--- src/asfd_pkg.sv ---
// Shared constants, types and codes for the air sensor frame decoder.
package asfd_pkg;

    localparam int BYTE_W      = 8;
    localparam int WORD_W      = 16;
    localparam int TENTHS_W    = 12;
    localparam int FRAME_LEN   = 17;
    localparam int STORE_DEPTH = 14;
    localparam int POS_W       = 5;
    localparam int STORE_IDX_W = 4;
    localparam int STATUS_W    = 2;
    localparam int CFG_INDEX_W = 2;

    // Frame positions with special meaning
    localparam logic [POS_W-1:0] POS_HUNT     = POS_W'(0);
    localparam logic [POS_W-1:0] POS_TYPE     = POS_W'(1);
    localparam logic [POS_W-1:0] POS_DATA0    = POS_W'(2);
    localparam logic [POS_W-1:0] POS_CHECKSUM = POS_W'(FRAME_LEN - 1);

    // Result status codes
    localparam logic [STATUS_W-1:0] ST_OK       = 2'd0;
    localparam logic [STATUS_W-1:0] ST_CHECKSUM = 2'd1;
    localparam logic [STATUS_W-1:0] ST_FORMAT   = 2'd2;

    // Configuration register indexes
    localparam logic [CFG_INDEX_W-1:0] CFG_START_BYTE = 2'd0;
    localparam logic [CFG_INDEX_W-1:0] CFG_TYPE_BYTE  = 2'd1;

    // Reset values of the configuration registers
    localparam logic [BYTE_W-1:0] START_BYTE_RST = 8'h3c;
    localparam logic [BYTE_W-1:0] TYPE_BYTE_RST  = 8'h02;

    // Temperature codes above this value stand for negative readings
    localparam logic [TENTHS_W-1:0] NEG_OFFSET = 12'd1280;

    // Payload bytes 2..15 of a frame, entry 0 holds frame byte 2
    typedef logic [STORE_DEPTH-1:0][BYTE_W-1:0] frame_bytes_t;

    typedef struct packed {
        logic        [WORD_W-1:0]   co2_ppm;
        logic        [WORD_W-1:0]   formaldehyde;
        logic        [WORD_W-1:0]   tvoc;
        logic        [WORD_W-1:0]   pm_small;
        logic        [WORD_W-1:0]   pm_large;
        logic signed [TENTHS_W-1:0] temperature_tenths;
        logic        [TENTHS_W-1:0] humidity_tenths;
    } reading_t;

endpackage

--- src/asfd_decode.sv ---
// Conversion of stored frame bytes into sensor readings.
module asfd_decode
    import asfd_pkg::*;
(
    input  frame_bytes_t frame_bytes,
    output reading_t     reading
);

    logic [TENTHS_W-1:0] temp_code;
    logic [TENTHS_W-1:0] hum_code;

    // Form b_hi * 10 + b_lo
    function automatic logic [TENTHS_W-1:0] tens_plus(input logic [BYTE_W-1:0] hi,
                                                      input logic [BYTE_W-1:0] lo);
        logic [TENTHS_W-1:0] hi_w;
        hi_w = TENTHS_W'(hi);
        return (hi_w << 3) + (hi_w << 1) + TENTHS_W'(lo);
    endfunction

    assign temp_code = tens_plus(frame_bytes[10], frame_bytes[11]);
    assign hum_code  = tens_plus(frame_bytes[12], frame_bytes[13]);

    // Assemble big-endian words
    assign reading.co2_ppm      = {frame_bytes[0], frame_bytes[1]};
    assign reading.formaldehyde = {frame_bytes[2], frame_bytes[3]};
    assign reading.tvoc         = {frame_bytes[4], frame_bytes[5]};
    assign reading.pm_small     = {frame_bytes[6], frame_bytes[7]};
    assign reading.pm_large     = {frame_bytes[8], frame_bytes[9]};

    // Fold codes above the offset into negative temperatures
    assign reading.temperature_tenths = (temp_code > NEG_OFFSET)
                                        ? $signed(NEG_OFFSET - temp_code)
                                        : $signed(temp_code);
    assign reading.humidity_tenths    = hum_code;

endmodule

--- src/air_sensor_frame_decoder_unit.sv ---
// Top level of the air sensor frame decoder: framing, checksum and result register.
//
// The block takes one received byte per clock cycle and produces one result per
// frame or per rejected type byte. Each byte is handled in the cycle it is
// accepted: framing position, running checksum and the payload bytes are updated
// in registers, and the result appears in the output register in the cycle after
// the checksum byte (or the wrong type byte) is accepted. Input is taken every
// cycle as long as the output register is empty or is being drained in that
// cycle, so a stalled consumer holds off new bytes only while a result waits.
// Configuration writes are always accepted and take effect for the next byte.
module air_sensor_frame_decoder_unit
    import asfd_pkg::*;
(
    input  logic                       clk,
    input  logic                       rst_n,
    // Configuration write port
    input  logic                       cfg_valid,
    output logic                       cfg_ready,
    input  logic [CFG_INDEX_W-1:0]     cfg_index,
    input  logic [BYTE_W-1:0]          cfg_data,
    // Byte input
    input  logic                       in_valid,
    output logic                       in_ready,
    input  logic [BYTE_W-1:0]          rx_byte,
    // Result output
    output logic                       out_valid,
    input  logic                       out_ready,
    output logic [STATUS_W-1:0]        status,
    output logic [WORD_W-1:0]          co2_ppm,
    output logic [WORD_W-1:0]          formaldehyde,
    output logic [WORD_W-1:0]          tvoc,
    output logic [WORD_W-1:0]          pm_small,
    output logic [WORD_W-1:0]          pm_large,
    output logic signed [TENTHS_W-1:0] temperature_tenths,
    output logic [TENTHS_W-1:0]        humidity_tenths
);

    logic [BYTE_W-1:0]   start_byte_reg;
    logic [BYTE_W-1:0]   type_byte_reg;
    logic [POS_W-1:0]    pos_reg;
    logic [POS_W-1:0]    pos_next;
    logic [BYTE_W-1:0]   sum_reg;
    logic [BYTE_W-1:0]   sum_next;
    frame_bytes_t        store_reg;
    logic                store_we;
    logic [STORE_IDX_W-1:0] store_idx;
    logic                out_valid_reg;
    logic                out_valid_next;
    logic [STATUS_W-1:0] status_reg;
    logic [STATUS_W-1:0] status_next;
    reading_t            reading_reg;
    reading_t            reading;
    logic                emit;
    logic                accept;

    assign cfg_ready = 1'b1;
    assign in_ready  = !out_valid_reg || out_ready;
    assign accept    = in_valid && in_ready;

    // Configuration registers
    always_ff @(posedge clk or negedge rst_n)
    begin
        if (!rst_n)
        begin
            start_byte_reg <= START_BYTE_RST;
            type_byte_reg  <= TYPE_BYTE_RST;
        end
        else if (cfg_valid)
        begin
            if (cfg_index == CFG_START_BYTE)
            begin
                start_byte_reg <= cfg_data;
            end
            else if (cfg_index == CFG_TYPE_BYTE)
            begin
                type_byte_reg <= cfg_data;
            end
        end
    end

    // Advance the frame position and checksum for one accepted byte, write payload bytes and raise results
    always_comb
    begin
        pos_next    = pos_reg;
        sum_next    = sum_reg;
        emit        = 1'b0;
        status_next = ST_OK;
        store_we    = 1'b0;
        store_idx   = STORE_IDX_W'(pos_reg - POS_DATA0);
        if (accept)
        begin
            case (pos_reg)
                POS_HUNT:
                begin
                    if (rx_byte == start_byte_reg)
                    begin
                        sum_next = rx_byte;
                        pos_next = POS_TYPE;
                    end
                end
                POS_TYPE:
                begin
                    if (rx_byte != type_byte_reg)
                    begin
                        pos_next    = POS_HUNT;
                        sum_next    = '0;
                        emit        = 1'b1;
                        status_next = ST_FORMAT;
                    end
                    else
                    begin
                        sum_next = sum_reg + rx_byte;
                        pos_next = POS_DATA0;
                    end
                end
                POS_CHECKSUM:
                begin
                    pos_next    = POS_HUNT;
                    sum_next    = '0;
                    emit        = 1'b1;
                    status_next = (rx_byte == sum_reg) ? ST_OK : ST_CHECKSUM;
                end
                default:
                begin
                    if (pos_reg > POS_CHECKSUM)
                    begin
                        // Out-of-range position: drop back to hunting
                        pos_next = POS_HUNT;
                        if (rx_byte == start_byte_reg)
                        begin
                            sum_next = rx_byte;
                            pos_next = POS_TYPE;
                        end
                    end
                    else
                    begin
                        store_we = 1'b1;
                        sum_next = sum_reg + rx_byte;
                        pos_next = pos_reg + POS_W'(1);
                    end
                end
            endcase
        end
    end

    always_ff @(posedge clk or negedge rst_n)
    begin
        if (!rst_n)
        begin
            pos_reg <= POS_HUNT;
            sum_reg <= '0;
        end
        else
        begin
            pos_reg <= pos_next;
            sum_reg <= sum_next;
        end
    end

    // Payload byte store
    always_ff @(posedge clk)
    begin
        if (store_we)
        begin
            store_reg[store_idx] <= rx_byte;
        end
    end

    asfd_decode u_decode (
        .frame_bytes (store_reg),
        .reading     (reading)
    );

    // Result register: hold until taken
    assign out_valid_next = emit ? 1'b1 : (out_valid_reg && !out_ready);

    always_ff @(posedge clk or negedge rst_n)
    begin
        if (!rst_n)
        begin
            out_valid_reg <= 1'b0;
        end
        else
        begin
            out_valid_reg <= out_valid_next;
        end
    end

    always_ff @(posedge clk)
    begin
        if (emit)
        begin
            status_reg  <= status_next;
            reading_reg <= (status_next == ST_OK) ? reading : '0;
        end
    end

    assign out_valid          = out_valid_reg;
    assign status             = status_reg;
    assign co2_ppm            = reading_reg.co2_ppm;
    assign formaldehyde       = reading_reg.formaldehyde;
    assign tvoc               = reading_reg.tvoc;
    assign pm_small           = reading_reg.pm_small;
    assign pm_large           = reading_reg.pm_large;
    assign temperature_tenths = reading_reg.temperature_tenths;
    assign humidity_tenths    = reading_reg.humidity_tenths;

    // A wrong type byte is reported in the next cycle
    assert property (@(posedge clk) disable iff (!rst_n)
        accept && pos_reg == POS_TYPE && rx_byte != type_byte_reg
        |=> out_valid && status == ST_FORMAT)
    else $error("wrong type byte not reported");

    // The checksum byte always yields a result
    assert property (@(posedge clk) disable iff (!rst_n)
        accept && pos_reg == POS_CHECKSUM |=> out_valid && pos_reg == POS_HUNT)
    else $error("checksum byte did not close the frame");

    // Rejected results carry no readings
    assert property (@(posedge clk) disable iff (!rst_n)
        out_valid && status != ST_OK |-> co2_ppm == '0 && pm_large == '0
        && humidity_tenths == '0 && temperature_tenths == '0)
    else $error("readings leak into a rejected result");

    // Frame position never leaves its range
    assert property (@(posedge clk) disable iff (!rst_n)
        pos_reg <= POS_CHECKSUM)
    else $error("frame position out of range");

endmodule
--- config.mk ---
export PLATFORM = sky130hd
export DESIGN_NAME = air_sensor_frame_decoder_unit
export DESIGN_NICKNAME = d
export VERILOG_FILES = /design/src/asfd_pkg.sv /design/src/asfd_decode.sv /design/src/air_sensor_frame_decoder_unit.sv
export SDC_FILE = /design/constraint.sdc
export NUM_CORES = 1
export LEC_CHECK = 0
export ABC_AREA = 1
export BUFFER_PORTS_ARGS = -buffer_cell sky130_fd_sc_hd__buf_2
export CAP_MARGIN = 20
export CORE_ASPECT_RATIO = 0.75
export CORE_MARGIN = 4
export CORE_UTILIZATION = 63
export CTS_CLUSTER_SIZE = 16
export DETAILED_ROUTE_END_ITERATION = 10
export GPL_TIMING_DRIVEN = 0
export PLACE_DENSITY_LB_ADDON = 0.1
export SYNTH_ARGS = -nofsm -noshare
export SYNTH_HDL_FRONTEND = slang
export SYNTH_SLANG_ARGS = --single-unit
export TNS_END_PERCENT = 30
--- constraint.sdc ---
create_clock -name clk -period 5.9 [get_ports clk]
set_clock_uncertainty 0.1 [all_clocks]
set_input_delay 0.59 -clock clk [delete_from_list [all_inputs] [get_ports clk]]
set_output_delay 0.59 -clock clk [all_outputs]
set_load 0.03 [all_outputs]
==> results_dict.tcl, run 1 <==
set metrics [dict create \
    status "completed" \
    gp_congestion 0.855 \
    power_mw 5.64 \
    final_common_cell "edfxtp_1" \
    drt_first_pass_iters 6 \
    synthToLayoutAreaGrowth_pct 16.3 \
    clock-root-buffer "clkbuf_16" \
    tightest_slew_ns 1.07 \
    synth-compound-area-share_pct 4.28 \
    numCtsBuffers 24 \
    worst-r2r-setup-slack_ns 2.82 \
    wirelength_um 21500 \
    cpMostUsedCell "inv_1" \
    slew_violations 0 \
    clkTransAtPathRegs_ns 0.06 \
    layout.nets 1181 \
    worstPathMaxFanout 10 \
    hold_viol 0 \
    critPathBufInv 4 \
    cts_tree "built" \
    drtAntennaViolNets 0 \
    min_path_type "in2async" \
    path_cells "inv_1 > fa_1 > inv_1 > fa_1 > inv_1 > nand3_1 > nor2_2 > nand3_4 > nor2_4 > nand3_4 > buf_6 > nand3_1 > a21oi_1" \
    tns_ns 0 \
    yosys.area_share.simple_pct 14.4 \
    powerDensity_nw_per_um2 441 \
    synth_top_area_share_pct 59.6 \
    cts_hold_repair.buffers 0 \
    core_area_um2 17000 \
    fp-row-count 41 \
    cp_slowest_cell "fa_1" \
    clock_sinks 248 \
    clock_latency_ns 0.52 \
    vias 7000 \
    cp-end-kind "flop" \
    largest_register_ffs 112 \
    max_slew_margin_pct 28.0 \
    ys_seq_elements 248 \
    drive_above_1_share_pct 20.1 \
    synth_warnings 0 \
    yosys.area.top_type "edfxtp_1" \
    finalSetupViolations 0 \
    layout.cells.non_filler 1363 \
    post-cts-setup-buffer-count 0 \
    wl_per_cell_um 15.8 \
    route.detailed.drc 0 \
    ys_seq_area_share_pct 66.5 \
    period_minus_slack_ns 3.08 \
    ir_drop_mv 0.302 \
    worstSetupPathType "reg2reg" \
    cts_max_path_buffers 3 \
    die_h_um 122 \
    dp_cells 1318 \
    port_buffers 130 \
    grt.total_usage_pct 22.2 \
    arrival_ns 3.24 \
    async_flop_share_pct 12.1 \
    hpwl_um 14500 \
    grt_start_max_net_pins 68 \
    synth_area_leaders "edfxtp_1 (60%), inv_1 (5.8%), dfrtp_1 (5.7%), nand2_1 (4.9%), nor2_1 (4.4%)" \
    synth_top_family_by_area "simple AND/OR/NAND/NOR gates" \
    start_util_pct 64.7 \
    fillCellCount 1112 \
    drt_iter0_drc 529 \
    utilization_pct 75.2 \
    synth_cell_type_count 46 \
    crit_family "adder cells" \
    die_x_um 160 \
    synthMuxAreaShare_pct 0 \
    syn_nets 1022 \
    maxCapViolations 0 \
    viasPerCell 5.14 \
    antennaDiodeCount 0 \
    cts-htree-levels 1 \
    layout_common_cells "edfxtp_1 (218), inv_1 (170), nand2_1 (142), buf_2 (141), nor2_1 (129)" \
    synth_edf_count 218 \
    critPathRequiredTime_ns 6.06 \
    dieArea_um2 19600 \
    slowest_delay_ns 0.54 \
    syn_inst 950 \
    synth_fa_ha_area_share_pct 6.47 \
    ios 132 \
    yosys_most_used_dff "edfxtp_1" \
    cts_resized 0 \
    grt_pass1_vias 6660 \
    grt_pass1_wl_um 34300 \
    whs_ns 0.0298 \
    min_period_over_period_pct 52.2 \
    leakagePower_nw 5.60 \
    synth.avg_cell_area_um2 11.6 \
    worstSetupStartpointType "flop" \
    overflow 0 \
    antenna_found_initial 0 \
    synth-xor-area-share_pct 1.58 \
    netlist_area_um2 11000 \
    max_freq_mhz 325 \
    rsz0062_at_grt "no" \
]
-- power breakdown --
group          leakage [nW]  internal [mW]  switching [mW]
Clock                 0.373          0.887           0.647
Sequential             2.36           2.30           0.108
Combinational          2.87          0.486            1.21
Total                  5.60           3.67            1.96
-- stage by stage --
stage               setup slack [ns]  instance area, µm²
global route                    2.63               12800
detailed placement              2.85               12000
global placement               0.295               11900
CTS                             2.83               12800
floorplan                       1.82               11000
finish                          2.82               12800
-- path summary, 6_finish.rpt --
| path | start | endpoint | cells past startpoint |
|---|---|---|---|
| max | store_reg[82] | temperature_tenths[10] | 13 |
| min | rst_n | type_byte_reg[3] | 1 |
| max reg2reg | store_reg[82] | temperature_tenths[10] | 13 |
| min reg2reg | sum_reg[3] | sum_reg[3] | 2 |
| max in group asynchronous | rst_n | type_byte_reg[7] | 1 |
| min in group clk | cfg_data[1] | type_byte_reg[1] | 3 |
-- cell usage after synthesis (6+ instances only) --
cell / count
edfxtp_1: 218
fa_1: 13
buf_2: 10
nand4_1: 8
nand3_1: 32
nand2_1: 143
xor2_1: 13
nor3_1: 6
ha_1: 36
nand2_2: 10
dfrtp_1: 25
inv_1: 170
a21oi_1: 38
o21ai_0: 35
nor2_1: 129
-- kinds of logic after synthesis --
group / count (synthesis)
xor gates and xnor gates: 19
other: 1
AOI/OAI and AO/OA: 88
and+or+nand+nor: 357
DFF: 248
buffers and inverters: 188
adders and majority gates: 49
-- layer usage --
| layer | wire [µm] | track usage (%) |
|---|---|---|
| met1 | 10100 | 34.0 |
| met2 | 9540 | 34.0 |
| met3 | 1450 | 3.22 |
| met4 | 380 | 5.70 |
| met5 | 0 | 0 |
-- final cells by class --
| cell class | instances | area [µm²] | share of cell area, % |
|---|---|---|---|
| Tap cell | 236 | 295 | 2.31 |
| Clock inverter | 15 | 173 | 1.35 |
| Buffer | 16 | 91.3 | 0.715 |
| Multi-Input combinational cell | 514 | 2950 | 23.1 |
| Inverter | 172 | 646 | 5.06 |
| Sequential cell | 248 | 7300 | 57.2 |
| Clock buffer | 29 | 619 | 4.85 |
| Timing Repair Buffer | 133 | 691 | 5.41 |
(Power assumes the default switching activity.)
==> inputs of run 2 (changes only) <==
--- a/config.mk
+++ b/config.mk
@@ -10,7 +10,7 @@
 export CAP_MARGIN = 20
 export CORE_ASPECT_RATIO = 0.75
 export CORE_MARGIN = 4
-export CORE_UTILIZATION = 63
+export CORE_UTILIZATION = 58
 export CTS_CLUSTER_SIZE = 16
 export DETAILED_ROUTE_END_ITERATION = 10
 export GPL_TIMING_DRIVEN = 0
==> constraint.sdc (replaced) <==
create_clock -name clk -period 3.05 [get_ports clk]
set_clock_uncertainty 0.1 [all_clocks]
set_input_delay 0.305 -clock clk [delete_from_list [all_inputs] [get_ports clk]]
set_output_delay 0.305 -clock clk [all_outputs]
set_load 0.03 [all_outputs]
==> run 2 against run 1 <==
Against the previous run: flip-flop and latch count unchanged; non-clock buffer count increased by 12; routed wire length increased by 0.68%; first-iteration DRC count increased by 11%; final area increased by 1.3%; critical path type unchanged; largest cell class unchanged.
==> results_dict.tcl, run 2 (synthesized netlist as in run 1, its figures left out) <==
set metrics [dict create \
    clock_latency_ns 0.51 \
    powerDensity_nw_per_um2 841 \
    slew_violations 0 \
    path_cells "buf_4 > fa_1 > ha_4 > or2_4 > nand2_1 > nand2_1 > nand2_4 > nand3_4 > nor2_4 > nand3_4 > buf_6 > nand3_1 > a21oi_1" \
    max_slew_margin_pct 44.5 \
    arrival_ns 3.07 \
    fillCellCount 1353 \
    antenna_found_initial 0 \
    fp-row-count 43 \
    tightest_slew_ns 0.830 \
    vias 6958 \
    die_x_um 167 \
    clkTransAtPathRegs_ns 0.06 \
    cp_slowest_cell "fa_1" \
    r2r_cells 13 \
    viasPerCell 5.03 \
    dieArea_um2 21200 \
    status "completed" \
    route.detailed.drc 0 \
    layout.nets 1193 \
    period_minus_slack_ns 2.92 \
    cts_max_path_buffers 3 \
    cp-end-kind "flop" \
    drtAntennaViolNets 0 \
    clock_sinks 248 \
    hold_path_depth 3 \
    largest_register_ffs 112 \
    drt_iter0_drc 587 \
    finalSetupViolations 0 \
    start_util_pct 59.2 \
    max_freq_mhz 342 \
    cts_tree "built" \
    critPathRequiredTime_ns 3.19 \
    gp_congestion 0.849 \
    min_period_over_period_pct 95.8 \
    dpl_worst_slack_ns 0.0148 \
    ir_drop_mv 0.537 \
    synthToLayoutAreaGrowth_pct 17.7 \
    hpwl_um 14700 \
    maxCapViolations 0 \
    drive_above_1_share_pct 21.0 \
    slowest_delay_ns 0.59 \
    clock-root-buffer "clkbuf_16" \
    numCtsBuffers 24 \
    tns_ns 0 \
    die_h_um 127 \
    wl_per_cell_um 15.6 \
    wirelength_um 21600 \
    leakagePower_nw 5.66 \
    core_area_um2 18600 \
    worstPathMaxFanout 10 \
    min_path_type "in2reg" \
    grt.total_usage_pct 20.6 \
    multi_input_area_um2 3020 \
    worstSetupStartpointType "flop" \
    cts-htree-levels 1 \
    final_common_cell "edfxtp_1" \
    grt_pass1_wl_um 34700 \
    antennaDiodeCount 0 \
    drt_first_pass_iters 5 \
    regArea_um2 7300 \
    layout_common_cells "edfxtp_1 (218), inv_1 (169), buf_2 (143), nand2_1 (139), nor2_1 (127)" \
    worstSetupPathType "reg2reg" \
    port_buffers 130 \
    overflow 0 \
    hold_viol 0 \
    ios 132 \
    worst_slack_ns 0.128 \
    grt_start_max_net_pins 75 \
    grt_pass1_vias 6481 \
]
==> run 2: cell types whose count changed in the layout (fill, tap and decap cells not counted), sizes merged <==
cell / before / now
dlygate4sd3: 0 / 8
buf: 145 / 150
inv: 172 / 173
clkinvlp: 5 / 0
clkbuf: 33 / 35
bufinv: 3 / 2
clkinv: 7 / 6
==> run 2: per-stage QoR <==
step	std cells	instance area [µm²]	power (mW)	hold WS [ns]	utilization (%)
floorplan	950	11000	7.10	-0.0906	-
global placement	1327	11900	7.92	0.286	64.4
detailed placement	1331	12000	8.00	0.292	64.6
CTS	1381	12900	10.9	0.00731	69.3
global route	1383	12900	11.5	0.0191	69.7
finish	1383	12900	10.9	0.0156	69.7
==> run 2: per-layer routing <==
metal	part of all wire, %	vias up	global-route usage (%)
li1	-	3454	-
met1	48	3270	32.2
met2	45	213	31.1
met3	6.3	21	3.40
met4	1.2	0	4.04
met5	0	-	0
==> run 2: power breakdown <==
part | leakage, nW | switching, mW | total (mW) | internal, mW
Combinational | 2.92 | 2.35 | 3.33 | 0.981
Clock | 0.377 | 1.19 | 2.88 | 1.69
Sequential | 2.36 | 0.206 | 4.66 | 4.45
Total | 5.66 | 3.75 | 10.9 | 7.13
==> run 2: path summary, 6_finish.rpt <==
path	to	from	slack (ns)
worst max-delay path	temperature_tenths[2]	store_reg[82]	0.13
worst min-delay path	start_byte_reg[6]	cfg_data[6]	0.02
worst max register to register	temperature_tenths[2]	store_reg[82]	0.13
worst min register to register	sum_reg[4]	sum_reg[4]	0.39
max in group asynchronous	pos_reg[2]	rst_n	2.09
min in group asynchronous	type_byte_reg[4]	rst_n	0.30
==> run 2: area by class of cell <==
| type | instances | area share (%) |
|---|---|---|
| sequential | 248 | 56.5 |
| multi-input combinational | 514 | 23.4 |
| timing repair buffer | 145 | 6.15 |
| clock buffer | 32 | 5.12 |
| inverter | 172 | 4.99 |
| tap | 247 | 2.39 |
| clock inverter | 9 | 0.813 |
| buffer | 16 | 0.706 |
==> run 2: timing repair <==
| item | CTS | global route |
|---|---|---|
| hold buffers | 8 | 0 |
| pin swaps | 2 | 4 |
| gates cloned | 0 | 1 |
| endpoints found under the hold margin | 38 | 0 |
| resized for setup | 1 | 18 |
| buffers inserted | 1 | 1 |
| endpoints found under the setup margin | 2 | 19 |
==> run 2: worst max-delay path, delay by kind of cell, from the launching register on <==
kind	cells	cell delay, ns
AND/OR/NAND/NOR	8	0.93
flip-flops	1	0.40
adder cells (fa/ha/maj)	2	0.82
AO/OA/AOI/OAI	1	0.07
buffers and inverters	2	0.33
==> inputs of run 3 (changes only) <==
--- a/config.mk
+++ b/config.mk
@@ -8,9 +8,10 @@
 export ABC_AREA = 1
 export BUFFER_PORTS_ARGS = -buffer_cell sky130_fd_sc_hd__buf_2
 export CAP_MARGIN = 20
-export CORE_ASPECT_RATIO = 0.75
+export CORE_ASPECT_RATIO = 0.9
 export CORE_MARGIN = 4
-export CORE_UTILIZATION = 58
+export CORE_UTILIZATION = 60
+export CTS_BUF_LIST = sky130_fd_sc_hd__clkbuf_8
 export CTS_CLUSTER_SIZE = 16
 export DETAILED_ROUTE_END_ITERATION = 10
 export GPL_TIMING_DRIVEN = 0
==> run 3 against run 2 <==
Against the previous run: critical endpoint is now temperature_tenths[8]; utilization rose by 2.7 points; largest cell class unchanged; global-route usage grew 0.46 points; largest power group unchanged; die area shrank 3.2%; total power decreased by 2.5%.
==> results_dict.tcl, run 3 (synthesized netlist as in run 1, its figures left out) <==
set metrics [dict create \
    status "completed" \
    die_h_um 136 \
    p_int_mw 6.86 \
    seqPwrFrac_pct 43.8 \
    p_sw_share_pct 35.3 \
    antenna_found_initial 0 \
    fillCellCount 1235 \
    worstPathMaxFanout 10 \
    port_buffers 130 \
    clock_latency_ns 0.54 \
    period_minus_slack_ns 2.90 \
    min_path_type "in2reg" \
    drt_first_pass_iters 5 \
    antennaDiodeCount 0 \
    path_cells "ha_1 > ha_1 > fa_2 > xnor2_2 > inv_2 > nor2_4 > nand3_4 > nor2_4 > nand3_4 > buf_6 > nand3_1 > a21oi_1" \
    cp-end-kind "flop" \
    power_mw 10.6 \
    critPathBufInv 2 \
    grt_pass1_wl_um 33100 \
    leakagePower_nw 5.71 \
    tightest_slew_ns 0.864 \
    combinationalPowerShare_pct 30.9 \
    die_x_um 151 \
    cp_slowest_cell "edfxtp_1" \
    finalSetupViolations 0 \
    pwr-share-clk_pct 25.3 \
    gp_congestion 0.871 \
    slowest_delay_ns 0.43 \
    synthToLayoutAreaGrowth_pct 17.1 \
    maxCapViolations 0 \
    regArea_um2 7300 \
    post-cts-setup-buffer-count 0 \
    drive_above_1_share_pct 20.9 \
    crit_family "adder cells" \
    vias 6956 \
    fp-row-count 46 \
    worstSetupPathType "reg2reg" \
    grt.total_usage_pct 21.0 \
    ir_drop_mv 0.399 \
    largest_register_ffs 112 \
    viasPerCell 4.97 \
    clkTransAtPathRegs_ns 0.07 \
    cts_max_path_buffers 3 \
    grt_start_max_net_pins 61 \
    multi_input_area_um2 2980 \
    worstSetupStartpointType "flop" \
    hpwl_um 14200 \
    powerDensity_nw_per_um2 824 \
    overflow 0 \
    numCtsBuffers 39 \
    hold_viol 0 \
    start_util_pct 61.8 \
    final_common_cell "edfxtp_1" \
    wirelength_um 21400 \
    rsz0062_at_grt "no" \
    drt_iter0_drc 346 \
    ios 132 \
    min_period_over_period_pct 94.9 \
    clock-root-buffer "clkbuf_8" \
    wl_per_cell_um 15.3 \
    power.switching_mw 3.74 \
    arrival_ns 3.07 \
    critPathRequiredTime_ns 3.23 \
    core_area_um2 17800 \
    cts-htree-levels 2 \
    drtAntennaViolNets 0 \
    clock_sinks 248 \
    slew_violations 0 \
    grt_pass1_vias 6424 \
    route.detailed.drc 0 \
    max_slew_margin_pct 42.2 \
    utilization_pct 72.4 \
    max_freq_mhz 345 \
    dieArea_um2 20500 \
    layout_common_cells "edfxtp_1 (218), inv_1 (181), buf_2 (142), nand2_1 (141), nor2_1 (129)" \
    cts_tree "built" \
    layout.nets 1207 \
]
-- run 3: cell count changes in the layout (fill, tap and decap cells not counted), moves of 2 or more --
cell	delta
clkbuf_1	-6
nand2_4	-2
inv_1	+12
nor2_2	-3
nor2_1	+2
ha_2	-4
clkbuf_8	+45
buf_4	-3
clkbuf_16	-25
dlygate4sd3_1	+2
clkinv_1	+4
nand2_1	+2
ha_1	+5
-- run 3: final timing paths --
path | from | end | slack [ns] | cells past startpoint
min | in_valid | sum_reg[2] | 0.07 | 3
max reg2reg | store_reg[81] | temperature_tenths[8] | 0.15 | 12
min in group asynchronous | rst_n | type_byte_reg[2] | 0.28 | 2
max | store_reg[81] | temperature_tenths[8] | 0.15 | 12
min reg2reg | start_byte_reg[7] | start_byte_reg[7] | 0.39 | 2
max in group asynchronous | rst_n | pos_reg[3] | 2.09 | 2
-- run 3: timing repair --
item	in CTS	in global routing
hold buffers	10	0
setup endpoints to repair	0	11
resized for setup	0	7
endpoints found under the hold margin	42	0
-- run 3: per-stage QoR --
stage | cell area, µm² | setup slack, ns | hold slack [ns] | std cells | TNS, ns
global placement | 11900 | -0.707 | 0.295 | 1320 | -73.99
global route | 12900 | 0.000820 | 0.0743 | 1401 | 0
floorplan | 11000 | 0.0529 | -0.0906 | 950 | 0
detailed placement | 12000 | 0.0526 | 0.296 | 1323 | 0
CTS | 12800 | 0.0434 | 0.0434 | 1400 | 0
finish | 12900 | 0.154 | 0.0692 | 1401 | 0
-- run 3: per-layer routing --
metal,vias to the layer above,track usage (%),share of wire [%]
met5,-,0,0
met4,0,6.24,1.7
met3,29,4.27,5.9
met2,170,33.9,47
met1,3262,29.4,45
li1,3495,-,-
-- run 3: worst register-to-register path: cells and delay by family, from the launching register on --
family          cells  cell delay [ns]
compound gates      1             0.06
fa+ha+maj           3             1.01
simple gates        5             0.59
xor+xnor            1             0.21
buf+inv             2             0.24
flops               1             0.43
-- run 3: area by class of cell --
type                    instances  area share [%]
plain buffers                  16           0.710
clock buffers                  46            4.92
clock inverters                21           0.895
inverters                     172            5.02
multi-input cells             514            23.2
flip-flops and latches        248            56.8
well taps                     240            2.33
repair buffers                144            6.18
-- run 3: power groups by stage --
stage	combinational, mW	clock [mW]	sequential [mW]
3_5_place_dp	3.25	0	4.72
2_1_floorplan	1.73	0	5.37
3_3_place_gp	3.14	0	4.75
4_1_cts	3.28	2.73	4.66
6_report	3.28	2.68	4.65
5_1_grt	3.63	2.92	4.70
